===== src/rtl/mlrq_pkg.sv =====
// ----------------------------------------------------------------------------
// mlrq_pkg
// Shared types, constants and helpers for the multilevel ready queue.
// ----------------------------------------------------------------------------
package mlrq_pkg;

  localparam int Levels   = 4;
  localparam int MaxTasks = 16;
  localparam int PidW     = 4;
  localparam int LvlW     = 2;
  localparam int LinkW    = PidW + 1;
  localparam int StateW   = 2;
  localparam int ActW     = 3;
  localparam int CfgIdxW  = 1;

  typedef logic [PidW-1:0]   pid_t;
  typedef logic [LvlW-1:0]   lvl_t;
  typedef logic [LinkW-1:0]  link_t;
  typedef logic [StateW-1:0] tstate_t;

  localparam link_t   NilLink  = LinkW'(MaxTasks);
  localparam tstate_t TsNew    = 2'd0;
  localparam tstate_t TsReady  = 2'd1;
  localparam tstate_t TsMemBlk = 2'd2;

  typedef enum logic [ActW-1:0] {
    ActAdd       = 3'd0,
    ActPop       = 3'd1,
    ActRemove    = 3'd2,
    ActFindReady = 3'd3,
    ActFindMem   = 3'd4,
    ActSetState  = 3'd5
  } action_e;

  typedef enum logic [CfgIdxW-1:0] {
    CfgTimerPid = 1'b0,
    CfgUartPid  = 1'b1
  } cfg_reg_e;

  typedef enum logic [2:0] {
    StIdle,
    StDecode,
    StAddLink,
    StPopUpd,
    StWalk,
    StCheck,
    StDone
  } state_e;

  typedef struct packed {
    logic    we_next;
    logic    we_state;
    pid_t    waddr;
    link_t   wnext;
    tstate_t wstate;
    pid_t    raddr;
  } mem_req_t;

  typedef struct packed {
    link_t   rnext;
    tstate_t rstate;
  } mem_rsp_t;

  typedef struct packed {
    logic    found;
    pid_t    pid;
    tstate_t st;
  } result_t;

  function automatic logic link_ok(link_t l);
    return l < NilLink;
  endfunction

endpackage


===== src/rtl/mlrq_mem.sv =====
// ----------------------------------------------------------------------------
// mlrq_mem
// Per-pid entry store: next link and task state, registered read.
// ----------------------------------------------------------------------------
module mlrq_mem (
  input  logic              clk_i,
  input  mlrq_pkg::mem_req_t req_i,
  output mlrq_pkg::mem_rsp_t rsp_o
);
  import mlrq_pkg::*;

  link_t   next_mem  [MaxTasks];
  tstate_t state_mem [MaxTasks];

  always_ff @(posedge clk_i) begin
    if (req_i.we_next) begin
      next_mem[req_i.waddr] <= req_i.wnext;
    end
    if (req_i.we_state) begin
      state_mem[req_i.waddr] <= req_i.wstate;
    end
    rsp_o.rnext  <= next_mem[req_i.raddr];
    rsp_o.rstate <= state_mem[req_i.raddr];
  end

endmodule


===== src/rtl/mlrq_ctrl.sv =====
// ----------------------------------------------------------------------------
// mlrq_ctrl
// Sequencer: level heads and tails, queued bits, list walk and unlink.
// ----------------------------------------------------------------------------
module mlrq_ctrl (
  input  logic               clk_i,
  input  logic               rst_ni,
  input  logic               in_valid_i,
  output logic               busy_o,
  input  logic [2:0]         action_i,
  input  mlrq_pkg::pid_t     pid_i,
  input  mlrq_pkg::lvl_t     level_i,
  input  mlrq_pkg::tstate_t  task_state_i,
  input  mlrq_pkg::pid_t     timer_pid_i,
  input  mlrq_pkg::pid_t     uart_pid_i,
  input  logic               out_free_i,
  output logic               done_o,
  output mlrq_pkg::result_t  res_o,
  output mlrq_pkg::mem_req_t mem_req_o,
  input  mlrq_pkg::mem_rsp_t mem_rsp_i
);
  import mlrq_pkg::*;

  state_e  state_q, state_d;
  action_e act_q, act_d;
  pid_t    pid_q, pid_d;
  lvl_t    lvl_q, lvl_d;
  tstate_t st_q, st_d;
  link_t   head_q [Levels];
  link_t   head_d [Levels];
  link_t   tail_q [Levels];
  link_t   tail_d [Levels];
  logic [MaxTasks-1:0] queued_q, queued_d;
  link_t   cur_q, cur_d;
  link_t   prev_q, prev_d;
  lvl_t    lvc_q, lvc_d;
  result_t res_q, res_d;

  logic  lvl_ok, add_ok, add_append, queued_pid, cur_ok, last_lvl, match, is_rm;
  link_t head_lv, tail_lv, new_head;
  pid_t  cur_pid;
  logic  ht_ok;

  assign head_lv    = head_q[lvl_q];
  assign tail_lv    = tail_q[lvl_q];
  assign lvl_ok     = ({1'b0, lvl_q} < (LvlW+1)'(Levels));
  assign queued_pid = queued_q[pid_q];
  assign add_ok     = lvl_ok && (pid_q != '0) && (pid_q != timer_pid_i)
                      && (pid_q != uart_pid_i) && !queued_pid;
  assign add_append = link_ok(head_lv) && link_ok(tail_lv);
  assign cur_ok     = link_ok(cur_q);
  assign cur_pid    = cur_q[PidW-1:0];
  assign last_lvl   = (lvc_q == LvlW'(Levels - 1));
  assign is_rm      = (act_q == ActRemove);
  assign new_head   = link_ok(prev_q) ? head_q[lvc_q] : mem_rsp_i.rnext;

  always_comb begin
    if (is_rm) begin
      match = (cur_pid == pid_q);
    end else if (act_q == ActFindMem) begin
      match = (mem_rsp_i.rstate == TsMemBlk);
    end else begin
      match = (mem_rsp_i.rstate == TsNew) || (mem_rsp_i.rstate == TsReady);
    end
  end

  // next state
  always_comb begin
    state_d = state_q;
    unique case (state_q)
      StIdle: begin
        if (in_valid_i) state_d = StDecode;
      end
      StDecode: begin
        unique case (act_q)
          ActAdd:       state_d = (add_ok && add_append) ? StAddLink : StDone;
          ActPop:       state_d = (lvl_ok && link_ok(head_lv)) ? StPopUpd : StDone;
          ActRemove:    state_d = queued_pid ? StWalk : StDone;
          ActFindReady: state_d = StWalk;
          ActFindMem:   state_d = StWalk;
          default:      state_d = StDone;
        endcase
      end
      StAddLink: state_d = StDone;
      StPopUpd:  state_d = StDone;
      StWalk: begin
        if (cur_ok) state_d = StCheck;
        else if (last_lvl) state_d = StDone;
      end
      StCheck: begin
        state_d = match ? StDone : StWalk;
      end
      StDone: begin
        if (out_free_i) state_d = StIdle;
      end
      default: state_d = StIdle;
    endcase
  end

  // datapath and outputs
  always_comb begin
    act_d     = act_q;
    pid_d     = pid_q;
    lvl_d     = lvl_q;
    st_d      = st_q;
    head_d    = head_q;
    tail_d    = tail_q;
    queued_d  = queued_q;
    cur_d     = cur_q;
    prev_d    = prev_q;
    lvc_d     = lvc_q;
    res_d     = res_q;
    done_o    = 1'b0;
    mem_req_o = '0;
    mem_req_o.raddr = cur_pid;
    unique case (state_q)
      StIdle: begin
        if (in_valid_i) begin
          act_d = action_e'(action_i);
          pid_d = pid_i;
          lvl_d = level_i;
          st_d  = task_state_i;
          res_d = '0;
        end
      end
      StDecode: begin
        unique case (act_q)
          ActAdd: begin
            if (add_ok) begin
              mem_req_o.we_next  = 1'b1;
              mem_req_o.we_state = 1'b1;
              mem_req_o.waddr    = pid_q;
              mem_req_o.wnext    = NilLink;
              mem_req_o.wstate   = st_q;
              queued_d[pid_q]    = 1'b1;
              tail_d[lvl_q]      = {1'b0, pid_q};
              prev_d             = tail_lv;
              if (!add_append) head_d[lvl_q] = {1'b0, pid_q};
              res_d.found = 1'b1;
            end
          end
          ActPop: begin
            mem_req_o.raddr = head_lv[PidW-1:0];
            cur_d           = head_lv;
          end
          ActRemove, ActFindReady, ActFindMem: begin
            lvc_d  = '0;
            cur_d  = head_q[0];
            prev_d = NilLink;
          end
          ActSetState: begin
            if (queued_pid) begin
              mem_req_o.we_state = 1'b1;
              mem_req_o.waddr    = pid_q;
              mem_req_o.wstate   = st_q;
              res_d.found        = 1'b1;
            end
          end
          default: ;
        endcase
      end
      StAddLink: begin
        mem_req_o.we_next = 1'b1;
        mem_req_o.waddr   = prev_q[PidW-1:0];
        mem_req_o.wnext   = {1'b0, pid_q};
      end
      StPopUpd: begin
        head_d[lvl_q] = mem_rsp_i.rnext;
        if (!link_ok(mem_rsp_i.rnext)) begin
          head_d[lvl_q] = NilLink;
          tail_d[lvl_q] = NilLink;
        end
        queued_d[cur_pid] = 1'b0;
        res_d = '{found: 1'b1, pid: cur_pid, st: mem_rsp_i.rstate};
      end
      StWalk: begin
        if (!cur_ok && !last_lvl) begin
          lvc_d  = lvc_q + 1'b1;
          cur_d  = head_q[lvc_q + 1'b1];
          prev_d = NilLink;
        end
      end
      StCheck: begin
        if (match) begin
          res_d = '{found: 1'b1, pid: cur_pid, st: mem_rsp_i.rstate};
          if (is_rm) begin
            if (link_ok(prev_q)) begin
              mem_req_o.we_next = 1'b1;
              mem_req_o.waddr   = prev_q[PidW-1:0];
              mem_req_o.wnext   = mem_rsp_i.rnext;
            end else begin
              head_d[lvc_q] = mem_rsp_i.rnext;
            end
            if (tail_q[lvc_q] == cur_q) tail_d[lvc_q] = prev_q;
            if (!link_ok(new_head)) begin
              head_d[lvc_q] = NilLink;
              tail_d[lvc_q] = NilLink;
            end
            queued_d[cur_pid] = 1'b0;
          end
        end else begin
          prev_d = cur_q;
          cur_d  = mem_rsp_i.rnext;
        end
      end
      StDone: begin
        done_o = out_free_i;
      end
      default: ;
    endcase
  end

  assign busy_o = (state_q != StIdle);
  assign res_o  = res_q;

  always_ff @(posedge clk_i or negedge rst_ni) begin
    if (!rst_ni) begin
      state_q  <= StIdle;
      queued_q <= '0;
      for (int i = 0; i < Levels; i++) begin
        head_q[i] <= NilLink;
        tail_q[i] <= NilLink;
      end
    end else begin
      state_q  <= state_d;
      queued_q <= queued_d;
      head_q   <= head_d;
      tail_q   <= tail_d;
    end
  end

  always_ff @(posedge clk_i) begin
    act_q  <= act_d;
    pid_q  <= pid_d;
    lvl_q  <= lvl_d;
    st_q   <= st_d;
    cur_q  <= cur_d;
    prev_q <= prev_d;
    lvc_q  <= lvc_d;
    res_q  <= res_d;
  end

  // head and tail are empty together on every level
  always_comb begin
    ht_ok = 1'b1;
    for (int i = 0; i < Levels; i++) begin
      if (link_ok(head_q[i]) != link_ok(tail_q[i])) ht_ok = 1'b0;
    end
  end

  a_ht_consistent: assert property (@(posedge clk_i) disable iff (!rst_ni) ht_ok)
    else $error("level head and tail disagree on empty");
  a_pid0_never_queued: assert property (@(posedge clk_i) disable iff (!rst_ni)
    !queued_q[0])
    else $error("pid 0 marked queued");
  a_idle_no_write: assert property (@(posedge clk_i) disable iff (!rst_ni)
    (state_q == StIdle) |-> !(mem_req_o.we_next || mem_req_o.we_state))
    else $error("entry store written while idle");
  a_done_to_idle: assert property (@(posedge clk_i) disable iff (!rst_ni)
    done_o |=> (state_q == StIdle))
    else $error("sequencer did not return to idle after done");

endmodule


===== src/rtl/multilevel_ready_queue.sv =====
// ----------------------------------------------------------------------------
// multilevel_ready_queue
// Scheduler ready queue: one linked FIFO of pids per priority level.
//
//   channel | direction | handshake                | word
//   --------+-----------+--------------------------+------------------------------
//   in      | input     | in_valid_i / in_stall_o  | action, pid, level, task_state
//   out     | output    | out_valid_o / out_stall_i| found, result_pid, result_state
//   cfg     | input     | cfg_valid_i / cfg_ready_o| cfg_idx_i, cfg_data_i
//
// set state, unused actions and an add that starts a level or is refused go
// from decode straight to done; pop and an add appended behind a tail also
// pass the pop update or link state; remove and find visit each linked entry
// in a walk and a check state (registered entry store read), level by level.
// one word in flight; in_stall_o is high while a word is being worked on.
// a finished word waits in the sequencer while the output register is stalled.
// reset clears queued bits and level heads and tails; no clearing pass.
// ----------------------------------------------------------------------------
module multilevel_ready_queue (
  input  logic                     clk_i,
  input  logic                     rst_ni,
  input  logic                     in_valid_i,
  output logic                     in_stall_o,
  input  logic [2:0]               action_i,
  input  mlrq_pkg::pid_t           pid_i,
  input  mlrq_pkg::lvl_t           level_i,
  input  mlrq_pkg::tstate_t        task_state_i,
  output logic                     out_valid_o,
  input  logic                     out_stall_i,
  output logic                     found_o,
  output mlrq_pkg::pid_t           result_pid_o,
  output mlrq_pkg::tstate_t        result_state_o,
  input  logic                     cfg_valid_i,
  output logic                     cfg_ready_o,
  input  logic [0:0]               cfg_idx_i,
  input  mlrq_pkg::pid_t           cfg_data_i
);
  import mlrq_pkg::*;

  pid_t     timer_pid_q, uart_pid_q;
  logic     out_valid_q, out_valid_d;
  result_t  out_q;
  logic     out_free, ctl_done;
  result_t  ctl_res;
  mem_req_t mem_req;
  mem_rsp_t mem_rsp;

  assign cfg_ready_o = 1'b1;

  always_ff @(posedge clk_i or negedge rst_ni) begin
    if (!rst_ni) begin
      timer_pid_q <= PidW'(14);
      uart_pid_q  <= PidW'(15);
    end else if (cfg_valid_i) begin
      unique case (cfg_reg_e'(cfg_idx_i))
        CfgTimerPid: timer_pid_q <= cfg_data_i;
        CfgUartPid:  uart_pid_q  <= cfg_data_i;
        default: ;
      endcase
    end
  end

  mlrq_ctrl u_ctrl (
    .clk_i        (clk_i),
    .rst_ni       (rst_ni),
    .in_valid_i   (in_valid_i),
    .busy_o       (in_stall_o),
    .action_i     (action_i),
    .pid_i        (pid_i),
    .level_i      (level_i),
    .task_state_i (task_state_i),
    .timer_pid_i  (timer_pid_q),
    .uart_pid_i   (uart_pid_q),
    .out_free_i   (out_free),
    .done_o       (ctl_done),
    .res_o        (ctl_res),
    .mem_req_o    (mem_req),
    .mem_rsp_i    (mem_rsp)
  );

  mlrq_mem u_mem (
    .clk_i (clk_i),
    .req_i (mem_req),
    .rsp_o (mem_rsp)
  );

  assign out_free = !out_valid_q || !out_stall_i;

  always_comb begin
    out_valid_d = out_valid_q;
    if (ctl_done) out_valid_d = 1'b1;
    else if (!out_stall_i) out_valid_d = 1'b0;
  end

  always_ff @(posedge clk_i or negedge rst_ni) begin
    if (!rst_ni) begin
      out_valid_q <= 1'b0;
    end else begin
      out_valid_q <= out_valid_d;
    end
  end

  always_ff @(posedge clk_i) begin
    if (ctl_done) out_q <= ctl_res;
  end

  assign out_valid_o    = out_valid_q;
  assign found_o        = out_q.found;
  assign result_pid_o   = out_q.pid;
  assign result_state_o = out_q.st;

endmodule


===== config.mk =====
export PLATFORM = sky130hd
export DESIGN_NAME = multilevel_ready_queue
export DESIGN_NICKNAME = d
export VERILOG_FILES = /design/src/rtl/mlrq_pkg.sv /design/src/rtl/mlrq_mem.sv /design/src/rtl/mlrq_ctrl.sv /design/src/rtl/multilevel_ready_queue.sv
export SDC_FILE = /design/constraint.sdc
export NUM_CORES = 1
export LEC_CHECK = 0
export BUFFER_PORTS_ARGS = -buffer_cell sky130_fd_sc_hd__buf_2
export CORE_MARGIN = 3
export CORE_UTILIZATION = 57
export DETAILED_ROUTE_END_ITERATION = 12
export HOLD_SLACK_MARGIN = 0.05
export PLACE_DENSITY = 0.77
export SLEW_MARGIN = 10
export SYNTH_ARGS = -nofsm -noshare
export SYNTH_HDL_FRONTEND = slang
export SYNTH_SLANG_ARGS = --single-unit

===== constraint.sdc =====
create_clock -name clk_i -period 3.25 [get_ports clk_i]
set_clock_uncertainty 0.2 [all_clocks]
set_input_delay 0.325 -clock clk_i [delete_from_list [all_inputs] [get_ports clk_i]]
set_output_delay 0.325 -clock clk_i [all_outputs]
set_load 0.005 [all_outputs]

# --- Word-level counts from Yosys, hierarchy flattened ---
# Memories as Yosys holds them, arrays and structs flattened. A register that Yosys moved wholly into a read port is not among the register bits.
# Cells that the tools add are included.
classes:
  add_sub_neg: 1
  order_cmp: 15
  eq_ne: 36
  muxes: 115
  n_bitwise: 17
  n_reduce_logical: 42
op_table:
  columns: ["operator", "count"]
  rows:
  - ["$mux 20", 21]
  - ["$pmux 20 s3", 2]
  - ["$bwmux 20", 5]
  - ["$mux 5", 20]
  - ["$and 16x16->16", 5]
  - ["$mux 16", 4]
  - ["$bmux 5 s2", 5]
  - ["$not 16->16", 3]
  - ["$pmux 16 s3", 1]
  - ["$lt 5x5->1 const B", 6]
  - ["$pmux 5 s2", 3]
  - ["$pmux 5 s3", 2]
  - ["$mux 9", 3]
  - ["$pmux 9 s3", 1]
  - ["$demux 5 s2", 2]
  - ["$mux 1", 19]
  - ["$mux 3", 6]
  - ["$pmux 3 s6", 1]
  - ["$pmux 6 s3", 1]
  - ["$reduce_and 6->1", 3]
  - ["$or 16x16->16", 1]
  - ["$or 4x4->4", 4]
  - ["$eq 3x3->1 const B", 5]
  - ["$mux 7", 2]
  - ["other kinds (44)", 101]
word_totals:
  register_bits: 105
  ram_bits: 112
  in_bits: 21
  out_inout_bits: 10
  wordCells: 254
  memories: 2
mem_list:
  columns: ["name", "words", "width", "rd", "rd_ports_with_merged_regs", "write_ports", "line_no", "text"]
  rows:
  - ["u_mem.next_mem", 16, 5, 1, 1, 1, "mlrq_mem.sv:12", "link_t next_mem [MaxTasks];"]
  - ["u_mem.state_mem", 16, 2, 1, 1, 1, "mlrq_mem.sv:13", "tstate_t state_mem [MaxTasks];"]

# --- Logic depth before layout (Yosys ltp) ---
depth:
  depth_word: 15
  depth_mapped: 10
  ltp_nobuf: 7

# --- By module ---
# Synthesis repeated with hierarchy kept, for this count alone.
unflattened:
  cells_unflattened: 888
  area_unflattened_um2: 11431.0
modules_own_cells:
  columns: ["mod", "instances", "cells_each", "area_each_um2"]
  rows:
  - ["mlrq_ctrl", 1, 631, 6208.5]
  - ["mlrq_mem", 1, 227, 4631.9]
  - ["multilevel_ready_queue", 1, 30, 590.6]

# --- Least setup slack after synthesis ---
# OpenSTA, ideal clock, no wires.
synth_path:
  kind: "register -> register"
  from: "reg u_ctrl.pid_q[0]"
  to: "mem u_mem.next_mem[13][0] in the netlist's numbering, enable pin"
  arrival_time_ns: 2.621
  required_time_ns: 2.676
  slack_ns: 0.055
  stages_incl_launch_ff: 9
  path_buffers: 1
  cell_sequence: "edfxtp_1 > buf_6 > mux4_2 > nand3b_1 > nand4_2 > mux2i_2 > or4b_1 > o31a_1 > nor3_1"
synth_between:
  elab_chain_len: 9
synth_lines:
  columns: ["item", "line_no", "text"]
  rows:
  - ["start, declared", "mlrq_ctrl.sv:26", "pid_t pid_q, pid_d;"]
  - ["start signal, assigned", "mlrq_ctrl.sv:234", "pid_q <= pid_d;"]
  - ["$bmux 1 s4 (tied with other cells)", "mlrq_ctrl.sv:47", "assign queued_pid = queued_q[pid_q];"]
  - ["$mux 1 (not written as such) / $logic_and 1x1->1 (equally long branches)", "mlrq_ctrl.sv:47, mlrq_ctrl.sv:48", null]
  - ["$logic_not 1->1 / $logic_and 1x1->1 (equally long branches)", "mlrq_ctrl.sv:49", "&& (pid_q != uart_pid_i) && !queued_pid;"]
  - ["$logic_and 1x1->1", "mlrq_ctrl.sv:49", null]
  - ["$mux 13", "mlrq_ctrl.sv:129", "if (add_ok) begin"]
  - ["$mux 1", "mlrq_ctrl.sv:127", "unique case (act_q)"]
  - ["$pmux 1 s3", "mlrq_ctrl.sv:116", "unique case (state_q)"]
  - ["$mux 1", "mlrq_mem.sv:16", "if (req_i.we_next) begin"]
  - ["$mux 1 (not written as such)", "mlrq_mem.sv:17", "next_mem[req_i.waddr] <= req_i.wnext;"]
  - ["end, declared", "mlrq_mem.sv:12", null]
# Parallel ways exist; a longest one is shown, timed or not. The select of a mux whose other input is x is not followed.

# --- Final worst setup path ---
layout_path:
  from: "reg u_ctrl.pid_q[0]"
  to: "mem u_mem.next_mem[14][0] in the netlist's numbering, enable pin"
# The elaborated chain is that of the path after synthesis.

==> flow_summary.yaml <==
finish:
  syn_to_final_growth_pct: 15.69
  finalInstanceArea_um2: 13840
  n_antenna_cell: 0
  final_cells: 1377
  fillers: 1469
  drive_gt1_share_pct: 21.14
  nets: 1115
  fin_util_pct: 67.77
synthesis:
  ys_seq_area_share_pct: 52.94
  synth.largest_area_cell: "edfxtp_1"
  avgSynthCellArea_um2: 11.92
  synth_cell_type_count: 80
  synth-xor-area-share_pct: 1.317
  synthMuxAreaShare_pct: 16.51
  synth_fa_ha_area_share_pct: 0.4182
  postSynth.asyncResetShare_pct: 30.36
  yosys.cell_count.top_type: "edfxtp_1"
  synthesis.area_um2: 11970
  synth_top_family_by_area: "multiplexers"
  ys_ff_latch: 224
  synth_top_area_share_pct: 37.39
  yosys.area_share.simple_pct: 11.86
  synth_nets: 1029
  synthTopCellsByArea: "edfxtp_1 37%, mux2i_1 11%, dfrtp_1 11%"
  synthCells: 1004
  synth-compound-area-share_pct: 13.74
  yosys_warnings: 0
  synth_edf_count: 149
  synthFlopType: "edfxtp_1"
  netlist_top_cells_count: "149 x edfxtp_1, 133 x mux2i_1, 74 x nand2_1"
worst_setup_path:
  cpMaxStageDelayCell: "mux4_2"
  crit_top_cell: "buf_4"
  r2r-end: "u_mem.next_mem[14][0]"
  r2r_start: "u_ctrl.pid_q[0]"
  reg2regPathDepth: 9
  cp_cell_sequence: "buf_4 -> mux4_2 -> nand3b_1 -> nand4_2 -> mux2i_4 -> or3b_1 -> o21a_1 -> nor3_1 -> buf_4"
  timing_worst_setup_path_type: "flop to flop"
  r2r_slack_ns: 0.08
  worst-path-buf-inv: 2
  max_stage_delay_ns: 0.51
  required_ns: 3.28
  start_kind: "flop"
  end_kind: "flop"
  path_delay_family: "simple AND/OR/NAND/NOR gates"
  arrival_ns: 3.21
  cp_max_fo: 8
routing:
  drt_iter0_drc: 991
  wl_per_cell_um: 22.80
  wirelength_um: 31390
  viasPerCell: 6.553
  firstDrtPassIters: 5
  drc: 0
  vias: 9023
  drt.antenna.violating_nets: 0
timing:
  drv_slew: 0
  setup_ws_ns: 0.07785
  rsz0062_at_grt: "yes"
  setup_viol: 0
  tightestPinTransition_ns: 1.048
  max_freq_mhz: 315.2
  fin_crit_ns: 3.172
  tns_ns: 0
  min_period_over_period_pct: 97.60
  hold-worst-slack_ns: 0.06616
  hold_viol_final: 0
  slew_headroom_pct: 29.99
placed_design:
  post-dp-hpwl_um: 22250
  io_buffers: 29
  dpl-instance-area_um2: 12840
  gp_congestion: 0.9290
  pre_cts_slack_ns: -0.1429
  dp.cells: 1315
clocking:
  clkTransAtPathRegs_ns: 0.06
  cts_root_buf: "clkbuf_16"
  clk_latency_ns: 0.53
  cts_buffer_depth: 3
  cts_tree: "built"
  cts_htree_levels: 1
  cts.sinks: 224
  numCtsBuffers: 23
die:
  die_h_um: 150.9
  dieArea_um2: 22770
  die_w_um: 150.9
  core_area_um2: 20430
  boundaryPins: 31
  rows: 52
  initial_utilization_pct: 58.57
worst_hold_path:
  holdPathEnd: "uart_pid_q[1]"
  min_from: "cfg_valid_i"
  worstHoldPathType: "input pin to flop"
  whs_path_depth: 3
pwr:
  irDropWorstVdd_mv: 0.5399
  power.total_mw: 10.94
  power_density_nw_per_um2: 790.5
  total_leakage_power_nw: 5.251
global_route:
  track_usage_pct: 27.60
  antenna_found_initial: 0
  overflow: 0
  grt_pass1_vias: 8630
  grt_pass1_wl_um: 48470
  grt_start_max_net_pins: 37
run:
  cap_violations: 0
run_status:
  status: "completed"
-- worst max path at each step --
stage / from / end / slack (ns) / depth (start not counted)
5_1_grt: u_ctrl.pid_q[0] / u_mem.next_mem[15][1] / -0.05 / 10
6_report: u_ctrl.pid_q[0] / u_mem.next_mem[14][0] / 0.08 / 9
3_3_place_gp: u_ctrl.pid_q[0] / u_mem.state_mem[8][0] / -0.03 / 7
2_1_floorplan: u_ctrl.pid_q[0] / u_mem.next_mem[13][0] / 0.06 / 8
3_5_place_dp: u_ctrl.pid_q[0] / u_mem.next_mem[2][4] / -0.14 / 7
4_1_cts: u_ctrl.pid_q[1] / u_mem.next_mem[2][4] / 0.14 / 7
-- worst min-delay path: stages --
cell     delay [ns]
buf_2          0.10
nand2_1        0.15
mux2_2         0.18
-- per-layer routing --
| layer | GRT usage (%) | routed length, µm | vias to the layer above |
|---|---|---|---|
| met5 | 0 | 0 | - |
| met4 | 9.248 | 1059 | 0 |
| met3 | 5.685 | 3466 | 95 |
| met2 | 41.53 | 14060 | 541 |
| met1 | 40.34 | 12800 | 4369 |
| li1 | - | - | 4018 |
-- cell usage in the layout, fill, tap and decap left out, types with 7 or more instances in the layout --
master,Yosys,layout
a211oi_1,7,7
a21o_1,7,7
a21oi_1,41,41
a22o_1,25,25
and2_1,13,13
and3_1,9,9
buf_2,20,29
buf_4,5,82
clkbuf_1,42,8
clkbuf_16,0,23
dfrtp_1,53,53
dfstp_2,15,15
dfxtp_1,7,7
dlygate4sd3_1,0,18
edfxtp_1,149,149
inv_1,13,13
mux2_2,10,10
mux2i_1,133,130
mux4_2,23,23
nand2_1,74,73
nand2b_1,18,18
nand3_1,32,32
nor2_1,69,66
nor2b_1,8,8
nor3_1,11,10
o211ai_1,7,7
o21ai_0,42,42
o22ai_1,8,8
o2bb2ai_1,10,10
o31ai_1,10,10
o41ai_1,10,9
or3_1,9,9
xnor2_1,7,7
xor2_1,11,11
-- report_power, final --
group	internal (mW)	switching [mW]	total [mW]
Combinational	1.74	2.34	4.07
Sequential	3.60	0.609	4.21
Clock	1.58	1.08	2.66
-- final cells by class --
| type | instances | area, µm² | share of cell area (%) |
|---|---|---|---|
| multi-input cells | 694 | 5338 | 38.55 |
| repair buffers | 133 | 1021 | 7.375 |
| inverters | 14 | 52.55 | 0.3796 |
| clock buffers | 32 | 619.3 | 4.474 |
| clock inverters | 10 | 141.4 | 1.021 |
| flip-flops and latches | 224 | 6335 | 45.76 |
| well taps | 270 | 337.8 | 2.440 |
-- what timing repair did --
item | in CTS | in global routing
cloned | 0 | 0
hold buffers | 18 | 0
setup endpoints to repair | 84 | 50
buffers inserted | 2 | 0
endpoints found under the hold margin | 46 | 0
resized for setup | 2 | 7
-- cells by family (layout without fill, tap and decap cells) --
family | Yosys count | in the layout
simple gates | 277 | 277
flops | 224 | 224
fa+ha+maj | 4 | 4
buf+inv | 86 | 189
xor+xnor | 18 | 18
mux | 167 | 167
other cells | 1 | 1
compound gates | 227 | 227
(Power assumes the default switching activity.)
